## src/hw/rtl/mbaf_pkg.sv

```systemverilog
`default_nettype none

package mbaf_pkg;

	// frame layout
	localparam int unsigned FRAME_LEN = 8;
	localparam int unsigned HDR_LEN   = 6;
	localparam int unsigned IDX_W     = $clog2(FRAME_LEN);

	// byte positions of the crc in the frame
	localparam logic [IDX_W-1:0] IDX_CRC_LO = IDX_W'(HDR_LEN);
	localparam logic [IDX_W-1:0] IDX_CRC_HI = IDX_W'(FRAME_LEN - 1);

	// protocol constants
	localparam logic [7:0]  FUNC_WRITE_SINGLE = 8'h06;
	localparam logic [15:0] CRC_INIT          = 16'hFFFF;
	localparam logic [15:0] CRC_POLY          = 16'hA001;
	localparam logic [15:0] REG_NUMBER_RESET  = 16'h00C2;

	// alarm commands
	localparam logic [1:0] CMD_FAST_FLASH = 2'd0;
	localparam logic [1:0] CMD_SLOW_FLASH = 2'd1;
	localparam logic [1:0] CMD_STEADY_ON  = 2'd2;
	localparam logic [1:0] CMD_OFF        = 2'd3;

	// the six bytes ahead of the crc, element 0 sent first
	typedef logic [HDR_LEN-1:0][7:0] hdr_t;

	// register value written for each alarm command
	function automatic logic [15:0] mode_value(input logic [1:0] cmd);
		logic [15:0] v;
		case (cmd)
			CMD_FAST_FLASH: v = 16'h0003;
			CMD_SLOW_FLASH: v = 16'h0004;
			CMD_STEADY_ON:  v = 16'h0005;
			CMD_OFF:        v = 16'h0006;
			default:        v = 16'h0006;
		endcase
		return v;
	endfunction

	// crc-16/modbus update over one byte, lsb first
	function automatic logic [15:0] crc16_byte(input logic [15:0] crc, input logic [7:0] data);
		logic [15:0] acc;
		acc = crc ^ {8'h00, data};
		for (int b = 0; b < 8; b++) begin
			if (acc[0]) begin
				acc = (acc >> 1) ^ CRC_POLY;
			end else begin
				acc = acc >> 1;
			end
		end
		return acc;
	endfunction

endpackage

`default_nettype wire

```

## src/hw/rtl/mbaf_req_if.sv

```systemverilog
`default_nettype none

interface mbaf_req_if;
	logic       valid;
	logic       ready;
	logic [7:0] slave_address;
	logic [1:0] command;

	modport source (output valid, output slave_address, output command, input ready);
	modport sink (input valid, input slave_address, input command, output ready);
endinterface

`default_nettype wire

```

## src/hw/rtl/mbaf_byte_if.sv

```systemverilog
`default_nettype none

interface mbaf_byte_if;
	logic       valid;
	logic       ready;
	logic [7:0] frame_byte;
	logic       last_byte;

	modport source (output valid, output frame_byte, output last_byte, input ready);
	modport sink (input valid, input frame_byte, input last_byte, output ready);
endinterface

`default_nettype wire

```

## src/hw/rtl/mbaf_frame_build.sv

```systemverilog
`default_nettype none

module mbaf_frame_build (
	input  wire logic          clk,
	input  wire logic          arst_n,
	mbaf_req_if.sink           request,
	input  wire logic [15:0]   register_number,
	output logic               hdr_valid,
	output mbaf_pkg::hdr_t     hdr,
	input  wire logic          hdr_take
);

	logic        valid_s1;
	logic [7:0]  addr_s1;
	logic [1:0]  cmd_s1;
	logic [15:0] value;

	// one request is held until the serializer takes it
	assign request.ready = !valid_s1 || hdr_take;

	always_ff @(posedge clk or negedge arst_n) begin
		if (!arst_n) begin
			valid_s1 <= 1'b0;
		end else if (request.ready) begin
			valid_s1 <= request.valid;
		end
	end

	// payload capture
	always_ff @(posedge clk) begin
		if (request.valid && request.ready) begin
			addr_s1 <= request.slave_address;
			cmd_s1  <= request.command;
		end
	end

	// header bytes of the write single register request
	always_comb begin
		value  = mbaf_pkg::mode_value(cmd_s1);
		hdr[0] = addr_s1;
		hdr[1] = mbaf_pkg::FUNC_WRITE_SINGLE;
		hdr[2] = register_number[15:8];
		hdr[3] = register_number[7:0];
		hdr[4] = value[15:8];
		hdr[5] = value[7:0];
	end

	assign hdr_valid = valid_s1;

endmodule

`default_nettype wire

```

## src/hw/rtl/mbaf_serializer.sv

```systemverilog
`default_nettype none

module mbaf_serializer (
	input  wire logic          clk,
	input  wire logic          arst_n,
	input  wire logic          hdr_valid,
	input  wire mbaf_pkg::hdr_t hdr,
	output logic               hdr_take,
	mbaf_byte_if.source        frame
);

	logic                       busy_q;
	logic [mbaf_pkg::IDX_W-1:0] idx_q;
	logic [15:0]                crc_q;
	mbaf_pkg::hdr_t             hdr_q;
	logic                       beat;
	logic                       is_hdr;

	assign beat     = frame.valid && frame.ready;
	assign is_hdr   = idx_q < mbaf_pkg::IDX_CRC_LO;
	assign hdr_take = hdr_valid && (!busy_q || (beat && idx_q == mbaf_pkg::IDX_CRC_HI));

	// frame sequencing and running crc
	always_ff @(posedge clk or negedge arst_n) begin
		if (!arst_n) begin
			busy_q <= 1'b0;
			idx_q  <= '0;
			crc_q  <= mbaf_pkg::CRC_INIT;
		end else if (hdr_take) begin
			busy_q <= 1'b1;
			idx_q  <= '0;
			crc_q  <= mbaf_pkg::CRC_INIT;
		end else if (beat) begin
			if (idx_q == mbaf_pkg::IDX_CRC_HI) begin
				busy_q <= 1'b0;
			end
			idx_q <= idx_q + 1'b1;
			if (is_hdr) begin
				crc_q <= mbaf_pkg::crc16_byte(crc_q, hdr_q[idx_q]);
			end
		end
	end

	// header capture
	always_ff @(posedge clk) begin
		if (hdr_take) begin
			hdr_q <= hdr;
		end
	end

	// output beat selection
	always_comb begin
		frame.valid     = busy_q;
		frame.last_byte = idx_q == mbaf_pkg::IDX_CRC_HI;
		if (is_hdr) begin
			frame.frame_byte = hdr_q[idx_q];
		end else if (idx_q == mbaf_pkg::IDX_CRC_LO) begin
			frame.frame_byte = crc_q[7:0];
		end else begin
			frame.frame_byte = crc_q[15:8];
		end
	end

endmodule

`default_nettype wire

```

## src/hw/rtl/modbus_alarm_command_framer.sv

```systemverilog
`default_nettype none

// Builds one 8-byte Modbus RTU write single register request for each accepted
// request beat (slave address plus alarm command) and sends it one byte per beat
// on the frame channel: address, 0x06, register number high and low, mode value
// high and low, then the CRC-16/MODBUS low and high byte, with last_byte set on
// the final byte. The first byte is offered once the accepted request has passed
// the request register (valid_s1) and the byte-wide serializer has taken the header
// into hdr_q and busy_q, and one further request is buffered while a frame is being sent, so
// frames follow each other without gaps. The CRC is accumulated one byte per sent
// header byte. register_number (reset 0x00C2) is written through cfg_write_en and
// cfg_write_data and should only change while no frame is pending.
module modbus_alarm_command_framer (
	input  wire logic        clk,
	input  wire logic        arst_n,
	input  wire logic        cfg_write_en,
	input  wire logic [15:0] cfg_write_data,
	mbaf_req_if.sink         request,
	mbaf_byte_if.source      frame
);

	logic [15:0]    register_number_q;
	logic           hdr_valid;
	logic           hdr_take;
	mbaf_pkg::hdr_t hdr;

	// configuration register
	always_ff @(posedge clk or negedge arst_n) begin
		if (!arst_n) begin
			register_number_q <= mbaf_pkg::REG_NUMBER_RESET;
		end else if (cfg_write_en) begin
			register_number_q <= cfg_write_data;
		end
	end

	// request register and header build
	mbaf_frame_build u_build (
		.clk             (clk),
		.arst_n          (arst_n),
		.request         (request),
		.register_number (register_number_q),
		.hdr_valid       (hdr_valid),
		.hdr             (hdr),
		.hdr_take        (hdr_take)
	);

	// byte serializer with running crc
	mbaf_serializer u_ser (
		.clk       (clk),
		.arst_n    (arst_n),
		.hdr_valid (hdr_valid),
		.hdr       (hdr),
		.hdr_take  (hdr_take),
		.frame     (frame)
	);

endmodule

`default_nettype wire
```

## src/flat_wrapper.sv

```systemverilog
// flat-port wrapper written by rule: the top's interface ports become plain ports
module modbus_alarm_command_framer_flat 
  (clk, arst_n, cfg_write_en, cfg_write_data, request_valid, request_slave_address, request_command, request_ready, frame_valid, frame_frame_byte, frame_last_byte, frame_ready);
  mbaf_req_if request_i ();
  mbaf_byte_if frame_i ();
  input  wire logic clk;
  input  wire logic arst_n;
  input  wire logic cfg_write_en;
  input  wire logic [15:0] cfg_write_data;
  input wire logic [$bits(request_i.valid)-1:0] request_valid;
  input wire logic [$bits(request_i.slave_address)-1:0] request_slave_address;
  input wire logic [$bits(request_i.command)-1:0] request_command;
  output wire logic [$bits(request_i.ready)-1:0] request_ready;
  output wire logic [$bits(frame_i.valid)-1:0] frame_valid;
  output wire logic [$bits(frame_i.frame_byte)-1:0] frame_frame_byte;
  output wire logic [$bits(frame_i.last_byte)-1:0] frame_last_byte;
  input wire logic [$bits(frame_i.ready)-1:0] frame_ready;
  assign request_i.valid = request_valid;
  assign request_i.slave_address = request_slave_address;
  assign request_i.command = request_command;
  assign request_ready = request_i.ready;
  assign frame_valid = frame_i.valid;
  assign frame_frame_byte = frame_i.frame_byte;
  assign frame_last_byte = frame_i.last_byte;
  assign frame_i.ready = frame_ready;
  modbus_alarm_command_framer u_core (.clk(clk), .arst_n(arst_n), .cfg_write_en(cfg_write_en), .cfg_write_data(cfg_write_data), .request(request_i), .frame(frame_i));
endmodule
```

## config.mk

```make
export PLATFORM = sky130hd
export DESIGN_NAME = modbus_alarm_command_framer_flat
export DESIGN_NICKNAME = d
export VERILOG_FILES = /design/src/hw/rtl/mbaf_pkg.sv /design/src/hw/rtl/mbaf_req_if.sv /design/src/hw/rtl/mbaf_byte_if.sv /design/src/hw/rtl/mbaf_frame_build.sv /design/src/hw/rtl/mbaf_serializer.sv /design/src/hw/rtl/modbus_alarm_command_framer.sv /design/src/flat_wrapper.sv
export SDC_FILE = /design/constraint.sdc
export NUM_CORES = 1
export LEC_CHECK = 0
export BUFFER_PORTS_ARGS = -buffer_cell sky130_fd_sc_hd__buf_2
export CAP_MARGIN = 30
export CELL_PAD_IN_SITES_DETAIL_PLACEMENT = 1
export CELL_PAD_IN_SITES_GLOBAL_PLACEMENT = 1
export CORE_UTILIZATION = 54
export CTS_CLUSTER_DIAMETER = 100
export CTS_CLUSTER_SIZE = 25
export DETAILED_ROUTE_END_ITERATION = 6
export PLACE_DENSITY_LB_ADDON = 0.1
export SLEW_MARGIN = 20
export SYNTH_ARGS = -nofsm -noshare
export SYNTH_HDL_FRONTEND = slang
export SYNTH_HIERARCHICAL = 1
export SYNTH_SLANG_ARGS = --single-unit
```

## constraint.sdc

```tcl
create_clock -name clk -period 12 [get_ports clk]
set_input_delay 1.2 -clock clk [delete_from_list [all_inputs] [get_ports clk]]
set_output_delay 1.2 -clock clk [all_outputs]
set_load 0.05 [all_outputs]
```

# Yosys cells after proc, flatten, opt, wreduce, memory -nomap -nowiden
# Index checks and enable logic that the tools add are counted.
[totals]
reg_bits = 87
in_bits = 31
output_inout_bits = 11
[classes]
n_addsub = 1
order_cmp = 2
n_eq_ne = 5
muxes = 42
n_bitwise = 9
reduce_logical = 14
[op_table]
columns = ["operator", "count"]
rows = [
  ["$mux 16", 32],
  ["$pmux 16 s4", 1],
  ["$bmux 8 s3", 1],
  ["$mux 8", 3],
  ["$not 2->3", 8],
  ["$xor 16x8->16", 1],
  ["$eq 3x3->1 const B", 2],
  ["$mux 3", 2],
  ["$reduce_bool 2->1", 3],
  ["$eq 2x2->1 const B", 2],
  ["$logic_and 1x1->1", 4],
  ["$lt 3x4->1 const B", 1],
  ["$reduce_and 2->1", 2],
  ["$add 3x1->3 const B", 1],
  ["$lt 3x3->1 const B", 1],
  ["$mux 1", 3],
  ["$eq 2x1->1 const B", 1],
  ["$logic_not 1->1", 2],
  ["$logic_not 2->1", 1],
  ["$logic_or 1x1->1", 2],
]

# Logic depth before layout (Yosys ltp)
[logic_depth]
depth_word = 43
mapped_depth = 9

# By module
# The synthesis kept the hierarchy.
[by_module_without_submodules]
columns = ["mod", "n_inst", "cells_per_inst", "area_each_um2"]
rows = [
  ["mbaf_serializer", 1, 230, 3258.1],
  ["mbaf_frame_build", 1, 60, 685.7],
  ["modbus_alarm_command_framer", 1, 34, 653.1],
]

# Worst setup path after synthesis
# No wires, ideal clock.
[synth_timing]
kind = "input-to-output"
from = "in frame_ready"
to = "out request_ready"
arrival_time_ns = 4.193
path_slack_ns = 6.607
cell_stages = 3
cell_sequence = "a21boi_0 nor2b_1 nand2b_4"
[synth_between]
elab_chain_cells = 5
[synth_lines]
columns = ["element", "line", "text"]
rows = [
  ["from (decl)", "flat_wrapper.sv:17", "input wire logic [$bits(frame_i.ready)-1:0] frame_ready;"],
  ["$logic_and 1x1->1", "mbaf_serializer.sv:19", "assign beat = frame.valid && frame.ready;"],
  ["$logic_and 1x1->1", "mbaf_serializer.sv:21", "assign hdr_take = hdr_valid && (!busy_q || (beat && idx_q == mbaf_pkg::IDX_CRC_HI));"],
  ["$logic_or 1x1->1", "mbaf_serializer.sv:21", ""],
  ["$logic_and 1x1->1", "mbaf_serializer.sv:21", ""],
  ["net u_core.hdr_take", "modbus_alarm_command_framer.sv:24", "logic hdr_take;"],
  ["$logic_or 1x1->1", "mbaf_frame_build.sv:19", "assign request.ready = !valid_s1 || hdr_take;"],
  ["to (decl)", "flat_wrapper.sv:13", "output wire logic [$bits(request_i.ready)-1:0] request_ready;"],
]
# The timed path passes the listed nets, and every way through them passes these cells.

# Final worst setup path
[layout_timing]
from = "reg u_core/u_ser/idx_q[0] (netlist bit)"
to = "out request_ready"
[layout_between]
elab_chain_cells = 5
[layout_lines]
columns = ["element", "line", "text"]
rows = [
  ["from (decl)", "mbaf_serializer.sv:13", "logic [mbaf_pkg::IDX_W-1:0] idx_q;"],
  ["from (signal assigned)", "mbaf_serializer.sv:37", "idx_q <= idx_q + 1'b1;"],
  ["$eq 3x3->1", "mbaf_serializer.sv:21", ""],
  ["$logic_and 1x1->1", "mbaf_serializer.sv:21", ""],
  ["$logic_or 1x1->1", "mbaf_serializer.sv:21", ""],
  ["$logic_and 1x1->1", "mbaf_serializer.sv:21", ""],
  ["net u_core.hdr_take", "modbus_alarm_command_framer.sv:24", ""],
  ["$logic_or 1x1->1", "mbaf_frame_build.sv:19", ""],
]
# The timed path passes the listed nets, and every way through them passes these cells.

==> run_results.csv <==
group,metric,value,unit
flow_run,max_cap_viol_count,0,
status,status,"complete, no violations",
die,core,8220,sq um
detailed_routing,dr.pass1.iters,4,
global_routing,grt_overflow_total,0,
finish,drive_gt1_frac,0.339,
die,fp.dieH,94.3,um
cts,cts_resized,0,
yosys,synth-compound-area-share,0.0844,
detailed_routing,vias,2520,
yosys,synth_top_area_share,0.379,
yosys,synth_adder_area_share,0.0136,
yosys,synthArstFlopShare,0.389,
timing,slew-limit-headroom,0.372,
detailed_routing,postRouteAntennaNets,0,
yosys,synth_edf_count,58,
cts,numCtsBuffers,9,
timing,skew,0.0101,ns
die,ios,42,
cts,ctsRootBufferMaster,"clkbuf_8",
detailed_routing,drt_iter0_drc,84,
finish,num-nets-final,388,
timing,worst_pin_slew,0.940,ns
yosys,synth_xor_area_frac,0.0476,
yosys,yosysWarnings,6,
detailed_routing,routed_wl,8270,um
yosys,yosysSeqAreaShare,0.585,
yosys,yosys.area.top_type,"edfxtp_1",
die,die-area,8890,sq um
hold_path,hold_start,"u_core/u_build/addr_s1[1]$_DFFE_PP_",
timing,fmax,0.233,GHz
hold_path,holdPathStages,0,
pwr,peakVddDrop,130,uV
yosys,synth_cells,324,
cts,post_cts_buffers,0,
hold_path,hold_class,"flip-flop to flip-flop",
yosys,synth_top_family_by_area,"multiplexers",
worst_setup_path,cp_max_fo,52,
worst_setup_path,cp_data_required_time,10.80,ns
die,dieWidth,94.3,um
timing,period_share,0.357,
yosys,synth_simple_gate_area_frac,0.0523,
yosys,postSynthAreaPerCell,14.2,sq um
worst_setup_path,r2r-end,"u_core/u_ser/crc_q[15]$_DFFE_PN1P_",
global_routing,grt_pass1_wl,13500,um
worst_setup_path,crit_type,"flip-flop to primary output",
worst_setup_path,reg2reg_depth,8,
yosys,synth_seq_cells,95,
global_routing,grt_pass1_vias,2680,
cts,cts_hold_buf,0,
yosys,synth.area.top_cells,"edfxtp_1 (38%), dfstp_2 (11%), dfrtp_1 (9.8%), buf_4 (6.0%), mux2_4 (4.6%)",
global_routing,grt_max_degree,53,
die,rows,33,
finish,syn2layout_area_growth,7.40,%
worst_setup_path,cp-end-kind,"primary output",
finish,diodes,0,
timing,worst_slack,7.72,ns
cts,htree_levels,3,
yosys,syn_area,4600,sq um
global_routing,antenna_found_initial,0,
yosys,synth_mux_area_frac,0.127,
worst_setup_path,startpoint_type,"flip-flop",
hold_path,min_to,"u_core/u_ser/hdr_q[1]$_DFFE_PP_",
worst_setup_path,r2r_setup_slack,8.70,ns
placement,dp_slack,8.04,ns
detailed_routing,vias_per_cell,5.45,
finish,fin_cells,462,
timing,slew_viol_final,0,
placement,placed_cells,445,
yosys,synth_top_flop_cell,"edfxtp_1",
timing,hold_viol,0,
timing,period_needed,4.28,ns
placement,port-buffer-count,41,
cts,clock_path_buffers,2,
worst_setup_path,reg2reg_from,"u_core/u_ser/idx_q[1]$_DFFE_PN0P_",
timing,rsz0062_at_grt,"no",
cts,cts_sinks,95,
placement,gp_congestion,0.723,
die,initial_core_util,0.559,
pwr,leakage,1.97,nW
yosys,synth_cell_type_count,53,
detailed_routing,drt-wirelength-per-cell,17.9,um
detailed_routing,drc,0,
timing,tns,0,ns
pwr,powerDensity,271,nW/um^2
cts,cts_tree,"done",
global_routing,grt_usage,0.208,
placement,hpwl,5580,um
timing,finalSetupViolCount,0,
cts,clock_latency,0.35,ns
cts,path_clk_slew,0.09,ns
worst_setup_path,crit_arrival,3.08,ns
critical path, cell delays in order, from the launching register on:
cell and delay, ns:
dfrtp_1 0.91, ha_1 0.28, ha_1 0.19, a21boi_0 0.18
nor2b_4 0.14, buf_4 0.51, nand2b_4 0.26, buf_2 0.26
flip-flops by register name, indices dropped and copies added, names as in the netlist:
signal                    cells
u_core/u_ser/idx_q            3
u_core/u_ser/frame.valid      1
u_core/register_number_q     16
u_core/u_build/hdr_valid      1
u_core/u_build/cmd_s1         2
u_core/u_build/addr_s1        8
u_core/u_ser/hdr_q           48
u_core/u_ser/crc_q           16
Yosys cell counts (2+ instances only):
master and number:
a211oi_2 3, a21oi_1 16, a22oi_1 3, a32o_1 3
and3_1 2, buf_2 2, buf_4 37, buf_6 5
clkbuf_1 4, conb_1 2, dfrtp_1 18, dfstp_2 19
edfxtp_1 58, ha_1 5, inv_1 7, mux2_1 2
mux2_2 14, mux2_4 14, mux2i_1 17, nand2_1 12
nand2b_1 4, nor2_1 15, nor2b_1 2, nor3b_1 3
o211ai_1 5, o21ai_0 5, o22a_1 6, o22ai_1 2
or2_2 2, xnor2_1 12, xor2_1 2, xor3_1 2
logic make-up (layout without fill, tap and decap cells):
logic type	after synthesis	in the layout
compound gates	53	53
flops	95	95
fa+ha+maj	5	5
xor+xnor	18	18
other cells	2	21
mux	48	48
simple gates	47	47
buf+inv	56	70
final cells by class:
cell class | count | area (sq um)
fillers | 797 | 3280
inverters | 7 | 26.3
multi-input cells | 192 | 1580
repair buffers | 47 | 267
clock inverters | 6 | 115
clock buffers | 10 | 128
flip-flops and latches | 95 | 2690
well taps | 105 | 131
power breakdown:
| part | internal [W] | total [W] | leakage, nW | switching (W) |
|---|---|---|---|---|
| combinational | 0.000280 | 0.000620 | 0.923 | 0.000339 |
| sequential | 0.000422 | 0.000466 | 0.930 | 0.0000435 |
| clock | 0.000140 | 0.000251 | 0.117 | 0.000111 |
| total | 0.000843 | 0.00134 | 1.97 | 0.000494 |
worst max path at each step:
stage	to	slack, ns	cells after the start	startpoint
after floorplan	request_ready	6.61	3	frame_ready
after global placement	request_ready	8.18	7	u_core/u_ser/idx_q[0]$_DFFE_PN0P_
after detailed placement	request_ready	8.04	7	u_core/u_ser/idx_q[0]$_DFFE_PN0P_
after CTS	request_ready	7.64	7	u_core/u_ser/idx_q[0]$_DFFE_PN0P_
after global routing	request_ready	7.51	7	u_core/u_ser/idx_q[0]$_DFFE_PN0P_
final	request_ready	7.72	7	u_core/u_ser/idx_q[0]$_DFFE_PN0P_
metal layers:
layer  vias to the layer above  wire (um)  track usage
met2                        45       4270        0.362
met3                         2        202       0.0437
li1                       1177          -            -
met4                         0         40       0.0577
met1                      1296       3750        0.260
met5                         -          0            0
through the flow:
stage	area, sq um	power (W)	hold WS (ns)	utilization
2_1_floorplan	4670	0.000980	0.400	-
3_3_place_gp	4660	0.00107	0.403	0.568
3_5_place_dp	4670	0.00109	0.406	0.569
4_1_cts	4920	0.00135	0.428	0.598
5_1_grt	4940	0.00142	0.437	0.601
6_report	4940	0.00134	0.426	0.601
layout by cell type, fill, tap and decap left out, types with 4 or more instances in the layout:
cell,instances
a21oi_1,16
buf_2,41
buf_4,4
clkbuf_8,9
conb_1,21
dfrtp_1,18
dfstp_2,19
edfxtp_1,58
ha_1,5
inv_1,7
mux2_2,14
mux2_4,14
mux2i_1,17
nand2_1,12
nand2b_1,4
nor2_1,15
o211ai_1,5
o21ai_0,5
o22a_1,6
xnor2_1,12
Note: power is estimated with default switching activity, not from simulation.
